--- src/rtl/r4m_pkg.sv ---
// r4m_pkg: field widths, operation/action/error codes, register indexes and
// the status struct shared by the RAID 4 request mapper and its checker.
// No dependencies.
package r4m_pkg;

  localparam int ADDR_W   = 48;
  localparam int COUNT_W  = 16;
  localparam int EC_W     = 5;
  localparam int STRIP_W  = 17;
  localparam int OFFSET_W = 20;
  localparam int MASK_W   = 16;
  localparam int OP_W     = 2;
  localparam int ACT_W    = 3;
  localparam int ERR_W    = 2;
  localparam int XIDX_W   = 4;
  localparam int CFG_IDX_W  = 3;
  localparam int CFG_DATA_W = 48;

  // operations
  localparam logic [OP_W-1:0] OP_READ  = 2'd0;
  localparam logic [OP_W-1:0] OP_WRITE = 2'd1;
  localparam logic [OP_W-1:0] OP_SYNC  = 2'd2;
  localparam logic [OP_W-1:0] OP_NOP   = 2'd3;

  // segment actions
  localparam logic [ACT_W-1:0] ACT_READ      = 3'd0;
  localparam logic [ACT_W-1:0] ACT_RECON     = 3'd1;
  localparam logic [ACT_W-1:0] ACT_WR_FULL   = 3'd2;
  localparam logic [ACT_W-1:0] ACT_WR_NOPAR  = 3'd3;
  localparam logic [ACT_W-1:0] ACT_PAR_ONLY  = 3'd4;
  localparam logic [ACT_W-1:0] ACT_RMW       = 3'd5;
  localparam logic [ACT_W-1:0] ACT_SKIP      = 3'd6;
  localparam logic [ACT_W-1:0] ACT_SYNC_ALL  = 3'd7;

  // error codes
  localparam logic [ERR_W-1:0] ERR_OK        = 2'd0;
  localparam logic [ERR_W-1:0] ERR_RANGE     = 2'd1;
  localparam logic [ERR_W-1:0] ERR_UNUSABLE  = 2'd2;
  localparam logic [ERR_W-1:0] ERR_TOO_LONG  = 2'd3;

  // configuration register indexes
  localparam logic [CFG_IDX_W-1:0] CFG_EXTENT_COUNT = 3'd0;
  localparam logic [CFG_IDX_W-1:0] CFG_STRIP_BLOCKS = 3'd1;
  localparam logic [CFG_IDX_W-1:0] CFG_DATA_OFFSET  = 3'd2;
  localparam logic [CFG_IDX_W-1:0] CFG_DATA_BLOCKS  = 3'd3;
  localparam logic [CFG_IDX_W-1:0] CFG_ONLINE_MASK  = 3'd4;

  // volume health as seen by the sequencer
  typedef struct packed {
    logic             multi_offline;
    logic [ACT_W-1:0] seg_action;
  } r4m_status_t;

endpackage

--- src/rtl/r4m_req_if.sv ---
// r4m_req_if: request channel (valid/ready plus request fields).
// Depends on r4m_pkg for field widths.
interface r4m_req_if import r4m_pkg::*; ();
  logic                valid;
  logic                ready;
  logic [OP_W-1:0]     operation;
  logic [ADDR_W-1:0]   block_address;
  logic [COUNT_W-1:0]  block_count;

  modport source (output valid, output operation, output block_address,
                  output block_count, input ready);
  modport sink   (input valid, input operation, input block_address,
                  input block_count, output ready);
endinterface

--- src/rtl/r4m_res_if.sv ---
// r4m_res_if: result channel (valid/ready plus segment fields).
// Depends on r4m_pkg for field widths.
interface r4m_res_if import r4m_pkg::*; ();
  logic                valid;
  logic                ready;
  logic [XIDX_W-1:0]   extent_index;
  logic [ADDR_W-1:0]   physical_block;
  logic [COUNT_W-1:0]  segment_blocks;
  logic [ACT_W-1:0]    action;
  logic [ERR_W-1:0]    error_code;
  logic                last;

  modport source (output valid, output extent_index, output physical_block,
                  output segment_blocks, output action, output error_code,
                  output last, input ready);
  modport sink   (input valid, input extent_index, input physical_block,
                  input segment_blocks, input action, input error_code,
                  input last, output ready);
endinterface

--- src/rtl/r4m_cfg_if.sv ---
// r4m_cfg_if: configuration write channel (valid/ready, index, data).
// Depends on r4m_pkg for widths.
interface r4m_cfg_if import r4m_pkg::*; ();
  logic                  valid;
  logic                  ready;
  logic [CFG_IDX_W-1:0]  index;
  logic [CFG_DATA_W-1:0] data;

  modport source (output valid, output index, output data, input ready);
  modport sink   (input valid, input index, input data, output ready);
endinterface

--- src/rtl/r4m_addsub.sv ---
// r4m_addsub: the shared adder/subtractor used for division steps,
// multiply steps and address updates. No dependencies.
module r4m_addsub #(
  parameter int W = 48
) (
  input  logic [W-1:0] a,
  input  logic [W-1:0] b,
  input  logic         sub,
  output logic [W-1:0] sum,
  output logic         carry
);

  logic [W:0] full;

  // subtract as a + ~b + 1; carry set means no borrow
  assign full  = {1'b0, a} + {1'b0, (sub ? ~b : b)} + {{W{1'b0}}, sub};
  assign sum   = full[W-1:0];
  assign carry = full[W];

endmodule

--- src/rtl/r4m_status.sv ---
// r4m_status: clamps the extent count, decodes offline extents and picks
// the action for the current segment. Depends on r4m_pkg.
module r4m_status import r4m_pkg::*; #(
  parameter int MAX_EXTENTS = 16,
  localparam int CNT_W = $clog2(MAX_EXTENTS + 1),
  localparam int IDX_W = $clog2(MAX_EXTENTS)
) (
  input  logic [EC_W-1:0]   extent_count,
  input  logic [MASK_W-1:0] online_mask,
  input  logic [OP_W-1:0]   op,
  input  logic [IDX_W-1:0]  seg_extent,
  output logic [CNT_W-1:0]  n_ext,
  output r4m_status_t       status
);

  localparam int MASKX = (MAX_EXTENTS > MASK_W) ? MAX_EXTENTS : MASK_W;

  logic [MASKX-1:0]       mask_ext;
  logic [MAX_EXTENTS-1:0] online_vec;
  logic [MAX_EXTENTS-1:0] offline_vec;
  logic [CNT_W-1:0]       first_bad;
  logic                   any_bad;
  logic                   seg_online;
  logic                   seg_is_first;
  logic                   multi_off;
  logic [ACT_W-1:0]       seg_act;

  always_comb begin
    if (extent_count < EC_W'(3)) begin
      n_ext = CNT_W'(3);
    end else if ({1'b0, extent_count} > 6'(MAX_EXTENTS)) begin
      n_ext = CNT_W'(MAX_EXTENTS);
    end else begin
      n_ext = CNT_W'(extent_count);
    end
  end

  // extents beyond the mask are never online
  assign mask_ext   = MASKX'(online_mask);
  assign online_vec = mask_ext[MAX_EXTENTS-1:0];

  always_comb begin
    for (int i = 0; i < MAX_EXTENTS; i++) begin
      offline_vec[i] = !online_vec[i] && (CNT_W'(i) < n_ext);
    end
  end

  always_comb begin
    first_bad = n_ext;
    for (int i = MAX_EXTENTS - 1; i >= 0; i--) begin
      if (offline_vec[i]) begin
        first_bad = CNT_W'(i);
      end
    end
  end

  assign any_bad      = |offline_vec;
  assign multi_off    = |(offline_vec & (offline_vec - MAX_EXTENTS'(1)));
  assign seg_online   = online_vec[seg_extent];
  assign seg_is_first = (CNT_W'(seg_extent) == first_bad);
  assign status       = '{multi_offline: multi_off, seg_action: seg_act};

  always_comb begin
    unique case (op)
      OP_SYNC: begin
        seg_act = seg_online ? ACT_READ : ACT_SKIP;
      end
      OP_READ: begin
        seg_act = (any_bad && (first_bad != '0) && seg_is_first)
                  ? ACT_RECON : ACT_READ;
      end
      OP_WRITE: begin
        if (!any_bad) begin
          seg_act = ACT_WR_FULL;
        end else if (first_bad == '0) begin
          seg_act = ACT_WR_NOPAR;
        end else if (seg_is_first) begin
          seg_act = ACT_PAR_ONLY;
        end else begin
          seg_act = ACT_RMW;
        end
      end
      default: begin
        seg_act = ACT_READ;
      end
    endcase
  end

endmodule

--- src/rtl/raid4_request_mapper.sv ---
// RAID 4 request mapper. One request is taken at a time; in_ready is high
// only while the sequencer is idle. A no-operation, an empty request or a
// request rejected for range or for an unusable volume finishes in the check
// state (error or sync-all result as soon as the output register is free);
// a request that spans too many strips is rejected at the span check. A
// request that is mapped takes the check, the block / strip division, the
// span check, the strip / data extents division, the multiply and the base
// step, all on one shared 48-bit adder, then one result per segment while
// the output is taken. The last result may still wait in the output
// register while the next request is accepted.
// Depends on r4m_pkg, the channel interfaces, r4m_addsub and r4m_status.
module raid4_request_mapper import r4m_pkg::*; #(
  parameter int MAX_EXTENTS  = 16,
  parameter int MAX_SEGMENTS = 64
) (
  input  logic      clk,
  input  logic      rst_n,
  r4m_req_if.sink   in_chan,
  r4m_res_if.source out_chan,
  r4m_cfg_if.sink   cfg_chan
);

  localparam int CNT_W  = $clog2(MAX_EXTENTS + 1);
  localparam int IDX_W  = $clog2(MAX_EXTENTS);
  localparam int STEP_W = $clog2(ADDR_W);
  localparam int LIM_W  = STRIP_W + $clog2(MAX_SEGMENTS + 1);

  typedef enum logic [2:0] {
    ST_IDLE, ST_CHECK, ST_DIV_STRIP, ST_SPAN, ST_DIV_ROW, ST_MUL, ST_BASE, ST_SEG
  } state_t;

  // configuration
  logic [EC_W-1:0]     extent_count_r;
  logic [STRIP_W-1:0]  strip_blocks_r;
  logic [OFFSET_W-1:0] data_offset_r;
  logic [ADDR_W-1:0]   data_blocks_r;
  logic [MASK_W-1:0]   online_mask_r;

  // sequencer and datapath
  state_t              state_r, state_nxt;
  logic [OP_W-1:0]     op_r, op_nxt;
  logic [ADDR_W-1:0]   dq_r, dq_nxt;
  logic [STRIP_W-1:0]  rem_r, rem_nxt;
  logic [STRIP_W-1:0]  soff_r, soff_nxt;
  logic [COUNT_W-1:0]  left_r, left_nxt;
  logic [STEP_W-1:0]   step_r, step_nxt;
  logic [ADDR_W-1:0]   acc_r, acc_nxt;
  logic [ADDR_W-1:0]   mcand_r, mcand_nxt;
  logic [STRIP_W-1:0]  mplier_r, mplier_nxt;
  logic [ADDR_W-1:0]   pb_r, pb_nxt;
  logic [IDX_W-1:0]    extent_r, extent_nxt;

  // output register
  logic                out_valid_r, out_valid_nxt;
  logic [XIDX_W-1:0]   out_ext_r, out_ext_nxt;
  logic [ADDR_W-1:0]   out_pb_r, out_pb_nxt;
  logic [COUNT_W-1:0]  out_seg_r, out_seg_nxt;
  logic [ACT_W-1:0]    out_act_r, out_act_nxt;
  logic [ERR_W-1:0]    out_err_r, out_err_nxt;
  logic                out_last_r, out_last_nxt;

  // shared unit
  logic [ADDR_W-1:0]   alu_a, alu_b, alu_sum;
  logic                alu_sub, alu_carry;

  logic [CNT_W-1:0]    n_ext;
  logic [CNT_W-1:0]    n_m1;
  r4m_status_t         status;
  logic [STRIP_W-1:0]  strip_eff;
  logic [STRIP_W:0]    rem_sh;
  logic                out_free;
  logic [ADDR_W:0]     range_end;
  logic                sync_all;
  logic [LIM_W-1:0]    span_lim;
  logic [LIM_W-1:0]    span;
  logic [STRIP_W-1:0]  room;
  logic [COUNT_W-1:0]  seg_cnt;
  logic [COUNT_W-1:0]  seg_left;
  logic                seg_wrap;
  logic [IDX_W+XIDX_W-1:0] ext_pad;

  r4m_addsub #(.W(ADDR_W)) u_addsub (
    .a     (alu_a),
    .b     (alu_b),
    .sub   (alu_sub),
    .sum   (alu_sum),
    .carry (alu_carry)
  );

  r4m_status #(.MAX_EXTENTS(MAX_EXTENTS)) u_status (
    .extent_count (extent_count_r),
    .online_mask  (online_mask_r),
    .op           (op_r),
    .seg_extent   (extent_r),
    .n_ext        (n_ext),
    .status       (status)
  );

  assign cfg_chan.ready = 1'b1;
  assign in_chan.ready  = (state_r == ST_IDLE);

  assign out_chan.valid          = out_valid_r;
  assign out_chan.extent_index   = out_ext_r;
  assign out_chan.physical_block = out_pb_r;
  assign out_chan.segment_blocks = out_seg_r;
  assign out_chan.action         = out_act_r;
  assign out_chan.error_code     = out_err_r;
  assign out_chan.last           = out_last_r;

  assign out_free  = !out_valid_r || out_chan.ready;
  assign strip_eff = (strip_blocks_r == '0) ? STRIP_W'(1) : strip_blocks_r;
  assign n_m1      = n_ext - CNT_W'(1);
  assign rem_sh    = {rem_r, dq_r[ADDR_W-1]};
  assign range_end = {1'b0, dq_r} + (ADDR_W + 1)'(left_r);
  assign sync_all  = (op_r == OP_SYNC) && (dq_r == '0) && (left_r == '0);
  assign span_lim  = LIM_W'(strip_eff) * LIM_W'(MAX_SEGMENTS);
  assign span      = LIM_W'(soff_r) + LIM_W'(left_r);
  assign room      = strip_eff - soff_r;
  assign seg_cnt   = (STRIP_W'(left_r) < room) ? left_r : room[COUNT_W-1:0];
  assign seg_left  = left_r - seg_cnt;
  assign seg_wrap  = ((CNT_W + 1)'(extent_r) + (CNT_W + 1)'(1)) >= (CNT_W + 1)'(n_ext);
  assign ext_pad   = {{XIDX_W{1'b0}}, extent_r};

  // operand selection for the shared unit
  always_comb begin
    alu_a   = '0;
    alu_b   = '0;
    alu_sub = 1'b0;
    case (state_r)
      ST_DIV_STRIP: begin
        alu_a   = ADDR_W'(rem_sh);
        alu_b   = ADDR_W'(strip_eff);
        alu_sub = 1'b1;
      end
      ST_DIV_ROW: begin
        alu_a   = ADDR_W'(rem_sh);
        alu_b   = ADDR_W'(n_m1);
        alu_sub = 1'b1;
      end
      ST_MUL: begin
        alu_a = acc_r;
        alu_b = mplier_r[0] ? mcand_r : '0;
      end
      ST_BASE: begin
        alu_a = acc_r;
        alu_b = ADDR_W'(soff_r);
      end
      ST_SEG: begin
        alu_a = acc_r;
        alu_b = ADDR_W'(strip_eff);
      end
      default: begin
        alu_a = '0;
      end
    endcase
  end

  always_comb begin
    state_nxt     = state_r;
    op_nxt        = op_r;
    dq_nxt        = dq_r;
    rem_nxt       = rem_r;
    soff_nxt      = soff_r;
    left_nxt      = left_r;
    step_nxt      = step_r;
    acc_nxt       = acc_r;
    mcand_nxt     = mcand_r;
    mplier_nxt    = mplier_r;
    pb_nxt        = pb_r;
    extent_nxt    = extent_r;
    out_valid_nxt = out_valid_r;
    out_ext_nxt   = out_ext_r;
    out_pb_nxt    = out_pb_r;
    out_seg_nxt   = out_seg_r;
    out_act_nxt   = out_act_r;
    out_err_nxt   = out_err_r;
    out_last_nxt  = out_last_r;

    // drop the result once taken
    if (out_valid_r && out_chan.ready) begin
      out_valid_nxt = 1'b0;
    end

    unique case (state_r)
      ST_IDLE: begin
        if (in_chan.valid) begin
          op_nxt    = in_chan.operation;
          dq_nxt    = in_chan.block_address;
          left_nxt  = in_chan.block_count;
          state_nxt = ST_CHECK;
        end
      end
      ST_CHECK: begin
        if (op_r == OP_NOP) begin
          state_nxt = ST_IDLE;
        end else if (sync_all || (range_end > {1'b0, data_blocks_r}) ||
                     status.multi_offline) begin
          // single result transaction
          if (out_free) begin
            out_valid_nxt = 1'b1;
            out_ext_nxt   = '0;
            out_pb_nxt    = '0;
            out_seg_nxt   = '0;
            out_last_nxt  = 1'b1;
            if (sync_all) begin
              out_act_nxt = ACT_SYNC_ALL;
              out_err_nxt = status.multi_offline ? ERR_UNUSABLE : ERR_OK;
            end else if (range_end > {1'b0, data_blocks_r}) begin
              out_act_nxt = ACT_READ;
              out_err_nxt = ERR_RANGE;
            end else begin
              out_act_nxt = ACT_READ;
              out_err_nxt = ERR_UNUSABLE;
            end
            state_nxt = ST_IDLE;
          end
        end else if (left_r == '0) begin
          state_nxt = ST_IDLE;
        end else begin
          rem_nxt   = '0;
          step_nxt  = '0;
          state_nxt = ST_DIV_STRIP;
        end
      end
      ST_DIV_STRIP, ST_DIV_ROW: begin
        // one restoring division step per cycle
        rem_nxt  = alu_carry ? alu_sum[STRIP_W-1:0] : rem_sh[STRIP_W-1:0];
        dq_nxt   = {dq_r[ADDR_W-2:0], alu_carry};
        step_nxt = step_r + STEP_W'(1);
        if (step_r == STEP_W'(ADDR_W - 1)) begin
          state_nxt = (state_r == ST_DIV_STRIP) ? ST_SPAN : ST_MUL;
          if (state_r == ST_DIV_STRIP) begin
            soff_nxt = rem_nxt;
          end else begin
            extent_nxt = rem_nxt[IDX_W-1:0] + IDX_W'(1);
            acc_nxt    = ADDR_W'(data_offset_r);
            mcand_nxt  = dq_nxt;
            mplier_nxt = strip_eff;
            step_nxt   = '0;
          end
        end
      end
      ST_SPAN: begin
        if (span > span_lim) begin
          if (out_free) begin
            out_valid_nxt = 1'b1;
            out_ext_nxt   = '0;
            out_pb_nxt    = '0;
            out_seg_nxt   = '0;
            out_act_nxt   = ACT_READ;
            out_err_nxt   = ERR_TOO_LONG;
            out_last_nxt  = 1'b1;
            state_nxt     = ST_IDLE;
          end
        end else begin
          rem_nxt   = '0;
          step_nxt  = '0;
          state_nxt = ST_DIV_ROW;
        end
      end
      ST_MUL: begin
        // shift-add: row times strip, started from the data offset
        acc_nxt    = alu_sum;
        mcand_nxt  = {mcand_r[ADDR_W-2:0], 1'b0};
        mplier_nxt = {1'b0, mplier_r[STRIP_W-1:1]};
        step_nxt   = step_r + STEP_W'(1);
        if (step_r == STEP_W'(STRIP_W - 1)) begin
          state_nxt = ST_BASE;
        end
      end
      ST_BASE: begin
        pb_nxt    = alu_sum;
        state_nxt = ST_SEG;
      end
      ST_SEG: begin
        if (out_free) begin
          out_valid_nxt = 1'b1;
          out_ext_nxt   = ext_pad[XIDX_W-1:0];
          out_pb_nxt    = pb_r;
          out_seg_nxt   = seg_cnt;
          out_act_nxt   = status.seg_action;
          out_err_nxt   = ERR_OK;
          out_last_nxt  = (seg_left == '0);
          left_nxt      = seg_left;
          soff_nxt      = '0;
          // advance to the next data extent, next row after the last one
          if (seg_wrap) begin
            extent_nxt = IDX_W'(1);
            acc_nxt    = alu_sum;
            pb_nxt     = alu_sum;
          end else begin
            extent_nxt = extent_r + IDX_W'(1);
            pb_nxt     = acc_r;
          end
          if (seg_left == '0) begin
            state_nxt = ST_IDLE;
          end
        end
      end
      default: begin
        state_nxt = ST_IDLE;
      end
    endcase
  end

  always_ff @(posedge clk) begin
    if (!rst_n) begin
      state_r     <= ST_IDLE;
      out_valid_r <= 1'b0;
    end else begin
      state_r     <= state_nxt;
      out_valid_r <= out_valid_nxt;
    end
    op_r       <= op_nxt;
    dq_r       <= dq_nxt;
    rem_r      <= rem_nxt;
    soff_r     <= soff_nxt;
    left_r     <= left_nxt;
    step_r     <= step_nxt;
    acc_r      <= acc_nxt;
    mcand_r    <= mcand_nxt;
    mplier_r   <= mplier_nxt;
    pb_r       <= pb_nxt;
    extent_r   <= extent_nxt;
    out_ext_r  <= out_ext_nxt;
    out_pb_r   <= out_pb_nxt;
    out_seg_r  <= out_seg_nxt;
    out_act_r  <= out_act_nxt;
    out_err_r  <= out_err_nxt;
    out_last_r <= out_last_nxt;
  end

  always_ff @(posedge clk) begin
    if (!rst_n) begin
      extent_count_r <= EC_W'(3);
      strip_blocks_r <= STRIP_W'(128);
      data_offset_r  <= '0;
      data_blocks_r  <= '0;
      online_mask_r  <= '1;
    end else if (cfg_chan.valid) begin
      unique case (cfg_chan.index)
        CFG_EXTENT_COUNT: extent_count_r <= cfg_chan.data[EC_W-1:0];
        CFG_STRIP_BLOCKS: strip_blocks_r <= cfg_chan.data[STRIP_W-1:0];
        CFG_DATA_OFFSET:  data_offset_r  <= cfg_chan.data[OFFSET_W-1:0];
        CFG_DATA_BLOCKS:  data_blocks_r  <= cfg_chan.data[ADDR_W-1:0];
        CFG_ONLINE_MASK:  online_mask_r  <= cfg_chan.data[MASK_W-1:0];
        default: begin
        end
      endcase
    end
  end

endmodule

--- src/flat_wrapper.sv ---
// flat-port wrapper written by rule: the top's interface ports become plain ports
module raid4_request_mapper_flat import r4m_pkg::*;
#(
  parameter int MAX_EXTENTS  = 16,
  parameter int MAX_SEGMENTS = 64
)
  (clk, rst_n, in_chan_valid, in_chan_operation, in_chan_block_address, in_chan_block_count, in_chan_ready, out_chan_valid, out_chan_extent_index, out_chan_physical_block, out_chan_segment_blocks, out_chan_action, out_chan_error_code, out_chan_last, out_chan_ready, cfg_chan_valid, cfg_chan_index, cfg_chan_data, cfg_chan_ready);
  r4m_req_if in_chan_i ();
  r4m_res_if out_chan_i ();
  r4m_cfg_if cfg_chan_i ();
  input  logic clk;
  input  logic rst_n;
  input wire logic [$bits(in_chan_i.valid)-1:0] in_chan_valid;
  input wire logic [$bits(in_chan_i.operation)-1:0] in_chan_operation;
  input wire logic [$bits(in_chan_i.block_address)-1:0] in_chan_block_address;
  input wire logic [$bits(in_chan_i.block_count)-1:0] in_chan_block_count;
  output wire logic [$bits(in_chan_i.ready)-1:0] in_chan_ready;
  output wire logic [$bits(out_chan_i.valid)-1:0] out_chan_valid;
  output wire logic [$bits(out_chan_i.extent_index)-1:0] out_chan_extent_index;
  output wire logic [$bits(out_chan_i.physical_block)-1:0] out_chan_physical_block;
  output wire logic [$bits(out_chan_i.segment_blocks)-1:0] out_chan_segment_blocks;
  output wire logic [$bits(out_chan_i.action)-1:0] out_chan_action;
  output wire logic [$bits(out_chan_i.error_code)-1:0] out_chan_error_code;
  output wire logic [$bits(out_chan_i.last)-1:0] out_chan_last;
  input wire logic [$bits(out_chan_i.ready)-1:0] out_chan_ready;
  input wire logic [$bits(cfg_chan_i.valid)-1:0] cfg_chan_valid;
  input wire logic [$bits(cfg_chan_i.index)-1:0] cfg_chan_index;
  input wire logic [$bits(cfg_chan_i.data)-1:0] cfg_chan_data;
  output wire logic [$bits(cfg_chan_i.ready)-1:0] cfg_chan_ready;
  assign in_chan_i.valid = in_chan_valid;
  assign in_chan_i.operation = in_chan_operation;
  assign in_chan_i.block_address = in_chan_block_address;
  assign in_chan_i.block_count = in_chan_block_count;
  assign in_chan_ready = in_chan_i.ready;
  assign out_chan_valid = out_chan_i.valid;
  assign out_chan_extent_index = out_chan_i.extent_index;
  assign out_chan_physical_block = out_chan_i.physical_block;
  assign out_chan_segment_blocks = out_chan_i.segment_blocks;
  assign out_chan_action = out_chan_i.action;
  assign out_chan_error_code = out_chan_i.error_code;
  assign out_chan_last = out_chan_i.last;
  assign out_chan_i.ready = out_chan_ready;
  assign cfg_chan_i.valid = cfg_chan_valid;
  assign cfg_chan_i.index = cfg_chan_index;
  assign cfg_chan_i.data = cfg_chan_data;
  assign cfg_chan_ready = cfg_chan_i.ready;
  raid4_request_mapper #(.MAX_EXTENTS(MAX_EXTENTS), .MAX_SEGMENTS(MAX_SEGMENTS)) u_core (.clk(clk), .rst_n(rst_n), .in_chan(in_chan_i), .out_chan(out_chan_i), .cfg_chan(cfg_chan_i));
endmodule
--- config.mk ---
export PLATFORM = sky130hd
export DESIGN_NAME = raid4_request_mapper_flat
export DESIGN_NICKNAME = d
export VERILOG_FILES = /design/src/rtl/r4m_pkg.sv /design/src/rtl/r4m_req_if.sv /design/src/rtl/r4m_res_if.sv /design/src/rtl/r4m_cfg_if.sv /design/src/rtl/r4m_addsub.sv /design/src/rtl/r4m_status.sv /design/src/rtl/raid4_request_mapper.sv /design/src/flat_wrapper.sv
export SDC_FILE = /design/constraint.sdc
export NUM_CORES = 1
export LEC_CHECK = 0
export ABC_AREA = 1
export BUFFER_PORTS_ARGS = -buffer_cell sky130_fd_sc_hd__buf_2
export CAP_MARGIN = 40
export CORE_MARGIN = 2
export CORE_UTILIZATION = 25
export CTS_CLUSTER_DIAMETER = 80
export CTS_CLUSTER_SIZE = 24
export DETAILED_ROUTE_END_ITERATION = 12
export PLACE_DENSITY = 0.46
export SYNTH_ARGS = -nofsm -noshare
export SYNTH_HDL_FRONTEND = slang
export SYNTH_SLANG_ARGS = --single-unit
--- constraint.sdc ---
create_clock -name clk -period 7.5 [get_ports clk]
set_input_delay 1.125 -clock clk [delete_from_list [all_inputs] [get_ports clk]]
set_output_delay 1.125 -clock clk [all_outputs]
set_load 0.005 [all_outputs]
==> flow_summary.ini, run 1 <==
[status]
status = completed

[power]
p_switching_mw = 7.13
power_frac_seq = 0.294
power.share.combinational = 0.554
clkPwrFrac = 0.152
powerDensity_mw_per_mm2 = 432
power.internal_mw = 7.36
p_leak_nw = 14.5
ir_drop_uv = 239
swShare = 0.492

[logic_synthesis]
synth_seq_area_share = 0.428
ys_seq_elements = 455
yosysWarningCount = 0
synth_edf_count = 345
synthFlopType = edfxtp_1
synth_cell_types = 66
synth_cells = 3664
synth_nets = 3976
synthesis.area_mm2 = 0.0293
synth_area_leaders = edfxtp_1 35%, nand2_1 8.3%, ha_1 7.9%
synthArstFlopShare = 0
syn_avg_cell_area_um2 = 8.01
yosys.area.top_type_share = 0.353
yosys.area.top_type = edfxtp_1

[clock_tree]
cts_root_buffer = clkbuf_16
clock_sinks = 455
ctsHtreeMaxLevel = 2
cts_tree = yes
hold_buffers = 0
clk_path_buf_depth = 3
clk_latency_ps = 610
cts_buffers = 36
clk_pin_slew_ps = 100

[grt]
grt_usage = 0.171
grt_pass1_vias = 24600
globalRouteOverflowTotal = 0
grt_antenna_before_repair = 14
grt_pass1_wl_um = 157000
grt_max_degree = 79

[sta]
min_period_ps = 6700
worst_pin_slew_ps = 915
setup_violations = 0
rsz0062_at_grt = false
hold_violations = 0
slew_violations = 0
setup_tns_ps = 0
fin_crit_sh = 0.893
fmax_ghz = 0.149
clock_skew_ps = 37.3
slew_headroom = 0.390

[route]
vias_per_cell = 4.73
firstDrtPassIters = 5
drc_errors = 0
vias = 25400
ant_nets = 0
post_drt_wl_per_cell_um = 19.5
drt-initial-drc-count = 1963
drt_wl_total_um = 105000

[worst_setup_path]
timing.rr.start = u_core.strip_blocks_r[13]
cpMaxStageDelayCell = fa_1
critPathMaxStageDelay_ps = 420
cp-start-kind = register
end_kind = register
cp.arrival_ps = 7200
cp.required_ps = 8000
reg2regPathDepth = 36
cp_max_fo = 16
startpoint = u_core.strip_blocks_r[13]
worst-setup-path-type = register to register

[finish]
fin_util = 0.288
area_delta_synth_final_pct = 14.3
drive_gt1_frac = 0.110
layout.nets = 4130

[floorplanning]
dieArea_mm2 = 0.120
rows = 125
start_util = 0.252
die_y_um = 347
ios = 199
die_w_um = 347
core_mm2 = 0.116

[hold_path]
holdCritPathClass = register to register
min-delay-start = u_core.data_blocks_r[0]
whs_path_depth = 2

[job]
drv_cap = 0

[placed_design]
gp_congestion = 0.890
dp_hpwl_um = 82000
numPortBuffers = 197
cell families after synthesis:
kind of cell	after synthesis	synth area share
DFF	455	0.428
muxes	12	0.00410
AOI/OAI and AO/OA	827	0.157
other	1	0.000128
and+or+nand+nor	1393	0.206
buffers and inverters	670	0.0868
adders and majority gates	190	0.0823
xor gates and xnor gates	116	0.0349
placed cells by master, fill, tap and decap left out, types with 110 or more instances in the layout:
cell / netlist / layout
edfxtp_1: 345 / 345
nand3_1: 153 / 152
inv_1: 517 / 515
nor2_1: 385 / 383
buf_2: 3 / 197
nand2_1: 651 / 650
ha_1: 185 / 185
o21ai_0: 391 / 390
dfxtp_1: 110 / 110
a21oi_1: 244 / 243
flip-flops by register name, summed over array words and instances (netlist names), 17 cells and up:
| signal | cells |
|---|---|
| u_core.out_chan.physical_block | 48 |
| u_core.data_offset_r | 20 |
| u_core.pb_r | 48 |
| u_core.mcand_r | 48 |
| u_core.acc_r | 48 |
| u_core.dq_r | 48 |
| u_core.soff_r | 17 |
| u_core.data_blocks_r | 48 |
| u_core.mplier_r | 17 |
| u_core.rem_r | 17 |
| u_core.strip_blocks_r | 17 |
synthesized netlist by cell type, drive strengths merged (3+ instances only):
cell type,instances
ha,185
nor3,33
clkinv,5
o221ai,7
a21boi,13
a31o,3
o21ai,409
dfxtp,110
o22ai,14
nor4,33
o211ai,35
or2,13
nand3,172
fa,5
o2111ai,4
o21a,11
clkbuf,114
a32o,4
edfxtp,345
xnor2,23
a211oi,14
nor2,403
mux2i,12
xor2,93
buf,22
nand2,669
nand3b,12
a22o,6
a21o,13
o21bai,14
o31ai,4
a31oi,21
nand4,52
inv,529
a21oi,246
per-layer routing:
| layer | routed length (um) | vias to the layer above | GRT usage |
|---|---|---|---|
| met2 | 46900 | 603 | 0.273 |
| met4 | 2530 | 12 | 0.0418 |
| met3 | 4760 | 108 | 0.0182 |
| li1 | - | 12700 | - |
| met1 | 50700 | 12000 | 0.247 |
| met5 | 85 | - | 0 |
critical path, delay by kind of cell, from the launching register on:
kind                       cells  cell delay (ps)
buffers and inverters          4              570
AOI/OAI and AO/OA              7             1090
xor gates and xnor gates       1              300
adders and majority gates      5             1390
and+or+nand+nor               19             2870
DFF                            1              360
power by group through the flow:
stage | combinational [mW] | sequential (mW) | clock (mW)
after global routing | 9.04 | 4.33 | 2.35
after floorplan | 5.33 | 4.22 | 0
after global placement | 7.96 | 4.31 | 0
after CTS | 8.04 | 4.26 | 2.28
final | 8.02 | 4.26 | 2.21
after detailed placement | 7.98 | 4.31 | 0
area by class of cell:
class | instances | area [um2]
Clock buffer | 41 | 972
Tap cell | 1524 | 1910
Clock inverter | 23 | 329
Timing Repair Buffer | 252 | 1430
Sequential cell | 455 | 12600
Antenna cell | 1 | 2.50
Multi-Input combinational cell | 2539 | 14300
Fill cell | 12600 | 82800
Inverter | 534 | 2010
timing repair:
action	CTS	global route
endpoints found under the setup margin	0	3
resized for setup	0	1
buffers inserted	0	0
final timing paths:
kind	end	slack, ps
setup / recovery	u_core.state_r[0]	800
hold / removal	u_core.data_blocks_r[0]	460
setup reg to reg	u_core.state_r[0]	800
hold reg to reg	u_core.data_blocks_r[0]	460
stage by stage:
stage / instance area, um2 / std cells / setup slack (ps) / power (mW) / hold slack, ps
2_1_floorplan: 29300 / 3664 / 1260 / 9.55 / 428
3_3_place_gp: 32200 / 5301 / 985 / 12.3 / 446
3_5_place_dp: 32200 / 5304 / 865 / 12.3 / 448
4_1_cts: 33500 / 5368 / 803 / 14.6 / 462
5_1_grt: 33500 / 5368 / 40.5 / 15.7 / 492
6_report: 33500 / 5369 / 800 / 14.5 / 462
No activity file was read; power rests on OpenSTA's default activity.
==> inputs of run 2 (changes only) <==
CORE_ASPECT_RATIO = 0.75   (was default)
CORE_MARGIN = 4   (was 2)
SKIP_LAST_GASP = 1   (was default)
==> flow_summary.ini, run 2 (synthesis results as in run 1) <==
[route]
vias = 25400
drc_errors = 0
post_drt_wl_per_cell_um = 19.7
drt_wl_total_um = 106000
ant_nets = 0
firstDrtPassIters = 8
drt-initial-drc-count = 2389
vias_per_cell = 4.72

[hold_path]
holdCritPathClass = register to register

[clock_tree]
clk_latency_ps = 620
cts_root_buffer = clkbuf_16
ctsHtreeMaxLevel = 2
cts_tree = yes
clk_pin_slew_ps = 90
cts_resized = 0
cts_setup_buffers = 0
clock_sinks = 455
clk_path_buf_depth = 3
cts_buffers = 36
hold_buffers = 0

[power]
power.share.combinational = 0.549
powerDensity_mw_per_mm2 = 432
power.internal_mw = 7.35
swShare = 0.493
power_frac_seq = 0.297
clkPwrFrac = 0.154
p_switching_mw = 7.16
ir_drop_uv = 365
p_leak_nw = 14.5

[finish]
fillers = 12600
most-common-layout-cells = 650 x nand2_1, 515 x inv_1, 391 x o21ai_0
drive_gt1_frac = 0.109
final-instance-count-excl-fill = 5379
area_delta_synth_final_pct = 14.4
layout.nets = 4122
layout_commonest_cell = nand2_1
fin_util = 0.289

[grt]
grt_usage = 0.167
grt_pass1_wl_um = 157000
grt_pass1_vias = 24100
grt_antenna_before_repair = 12
grt_max_degree = 154
globalRouteOverflowTotal = 0

[sta]
setup_tns_ps = 0
min_period_ps = 6750
clock_skew_ps = 40.3
slew_headroom = 0.415
setup_violations = 0
hold_violations = 0
fin_crit_sh = 0.900
fmax_ghz = 0.148
rsz0062_at_grt = false
holdWs_ps = 465
slew_violations = 0
worst_pin_slew_ps = 871

[floorplanning]
die_w_um = 404
ios = 199
die_y_um = 305
core_mm2 = 0.116
rows = 108
dieArea_mm2 = 0.123
start_util = 0.253

[worst_setup_path]
end_kind = register
cp-start-kind = register
cp.required_ps = 7780
cp_max_fo = 50
critPathMaxStageDelay_ps = 550
cpMaxStageDelayCell = edfxtp_1
cp.arrival_ps = 7030
worst_path_most_repeated_cell = nand2_1
worst-setup-path-type = register to register

[placed_design]
dp_hpwl_um = 83100
dp.cells = 5312
gp_congestion = 0.866
numPortBuffers = 197

[job]
drv_cap = 0

[status]
status = completed
run 2: final cells by class:
class / instances / area [um2] / share of cell area
tap: 1540 / 1930 / 0.0574
clock inverter: 24 / 369 / 0.0110
clock buffer: 41 / 940 / 0.0280
antenna: 2 / 5.00 / 0.000149
multi-input combinational: 2539 / 14300 / 0.427
inverter: 534 / 2010 / 0.0598
sequential: 455 / 12600 / 0.374
timing repair buffer: 244 / 1420 / 0.0424
run 2: worst max-delay path, delay by kind of cell (launching register included):
kind | cells | cell delay [ps]
flip-flops | 1 | 550
AO/OA/AOI/OAI | 9 | 1880
AND/OR/NAND/NOR | 16 | 2260
buffers and inverters | 4 | 790
XOR/XNOR | 1 | 170
adder cells (fa/ha/maj) | 2 | 640
run 2: path summary, 6_finish.rpt:
path,depth (start not counted),to,slack (ps),startpoint
worst min register to register,2,u_core.data_blocks_r[7],470,u_core.data_blocks_r[7]
worst max-delay path,32,u_core.out_chan.physical_block[36],750,u_core.left_r[1]
worst max register to register,32,u_core.out_chan.physical_block[36],750,u_core.left_r[1]
worst min-delay path,2,u_core.data_blocks_r[7],470,u_core.data_blocks_r[7]
run 2: routing by layer:
layer | global-route usage | wire length [um] | part of all wire
met4 | 0.0369 | 2160 | 0.020
met3 | 0.0296 | 7330 | 0.069
met5 | 0 | 45 | 0.00042
met1 | 0.269 | 55500 | 0.52
met2 | 0.228 | 41000 | 0.39
run 2: power groups by stage:
stage	Sequential (mW)	Clock [mW]	Combinational, mW
global route	4.38	2.39	8.94
floorplan	4.22	0	5.33
detailed placement	4.35	0	7.90
finish	4.31	2.23	7.97
CTS	4.30	2.32	7.94
global placement	4.36	0	7.89
run 2: per-stage QoR:
step | area [um2] | worst slack (ps) | power (mW)
after floorplan | 29300 | 1260 | 9.55
after global placement | 32200 | 847 | 12.3
after detailed placement | 32200 | 726 | 12.2
after CTS | 33500 | 701 | 14.6
after global routing | 33500 | 14.2 | 15.7
final | 33600 | 749 | 14.5
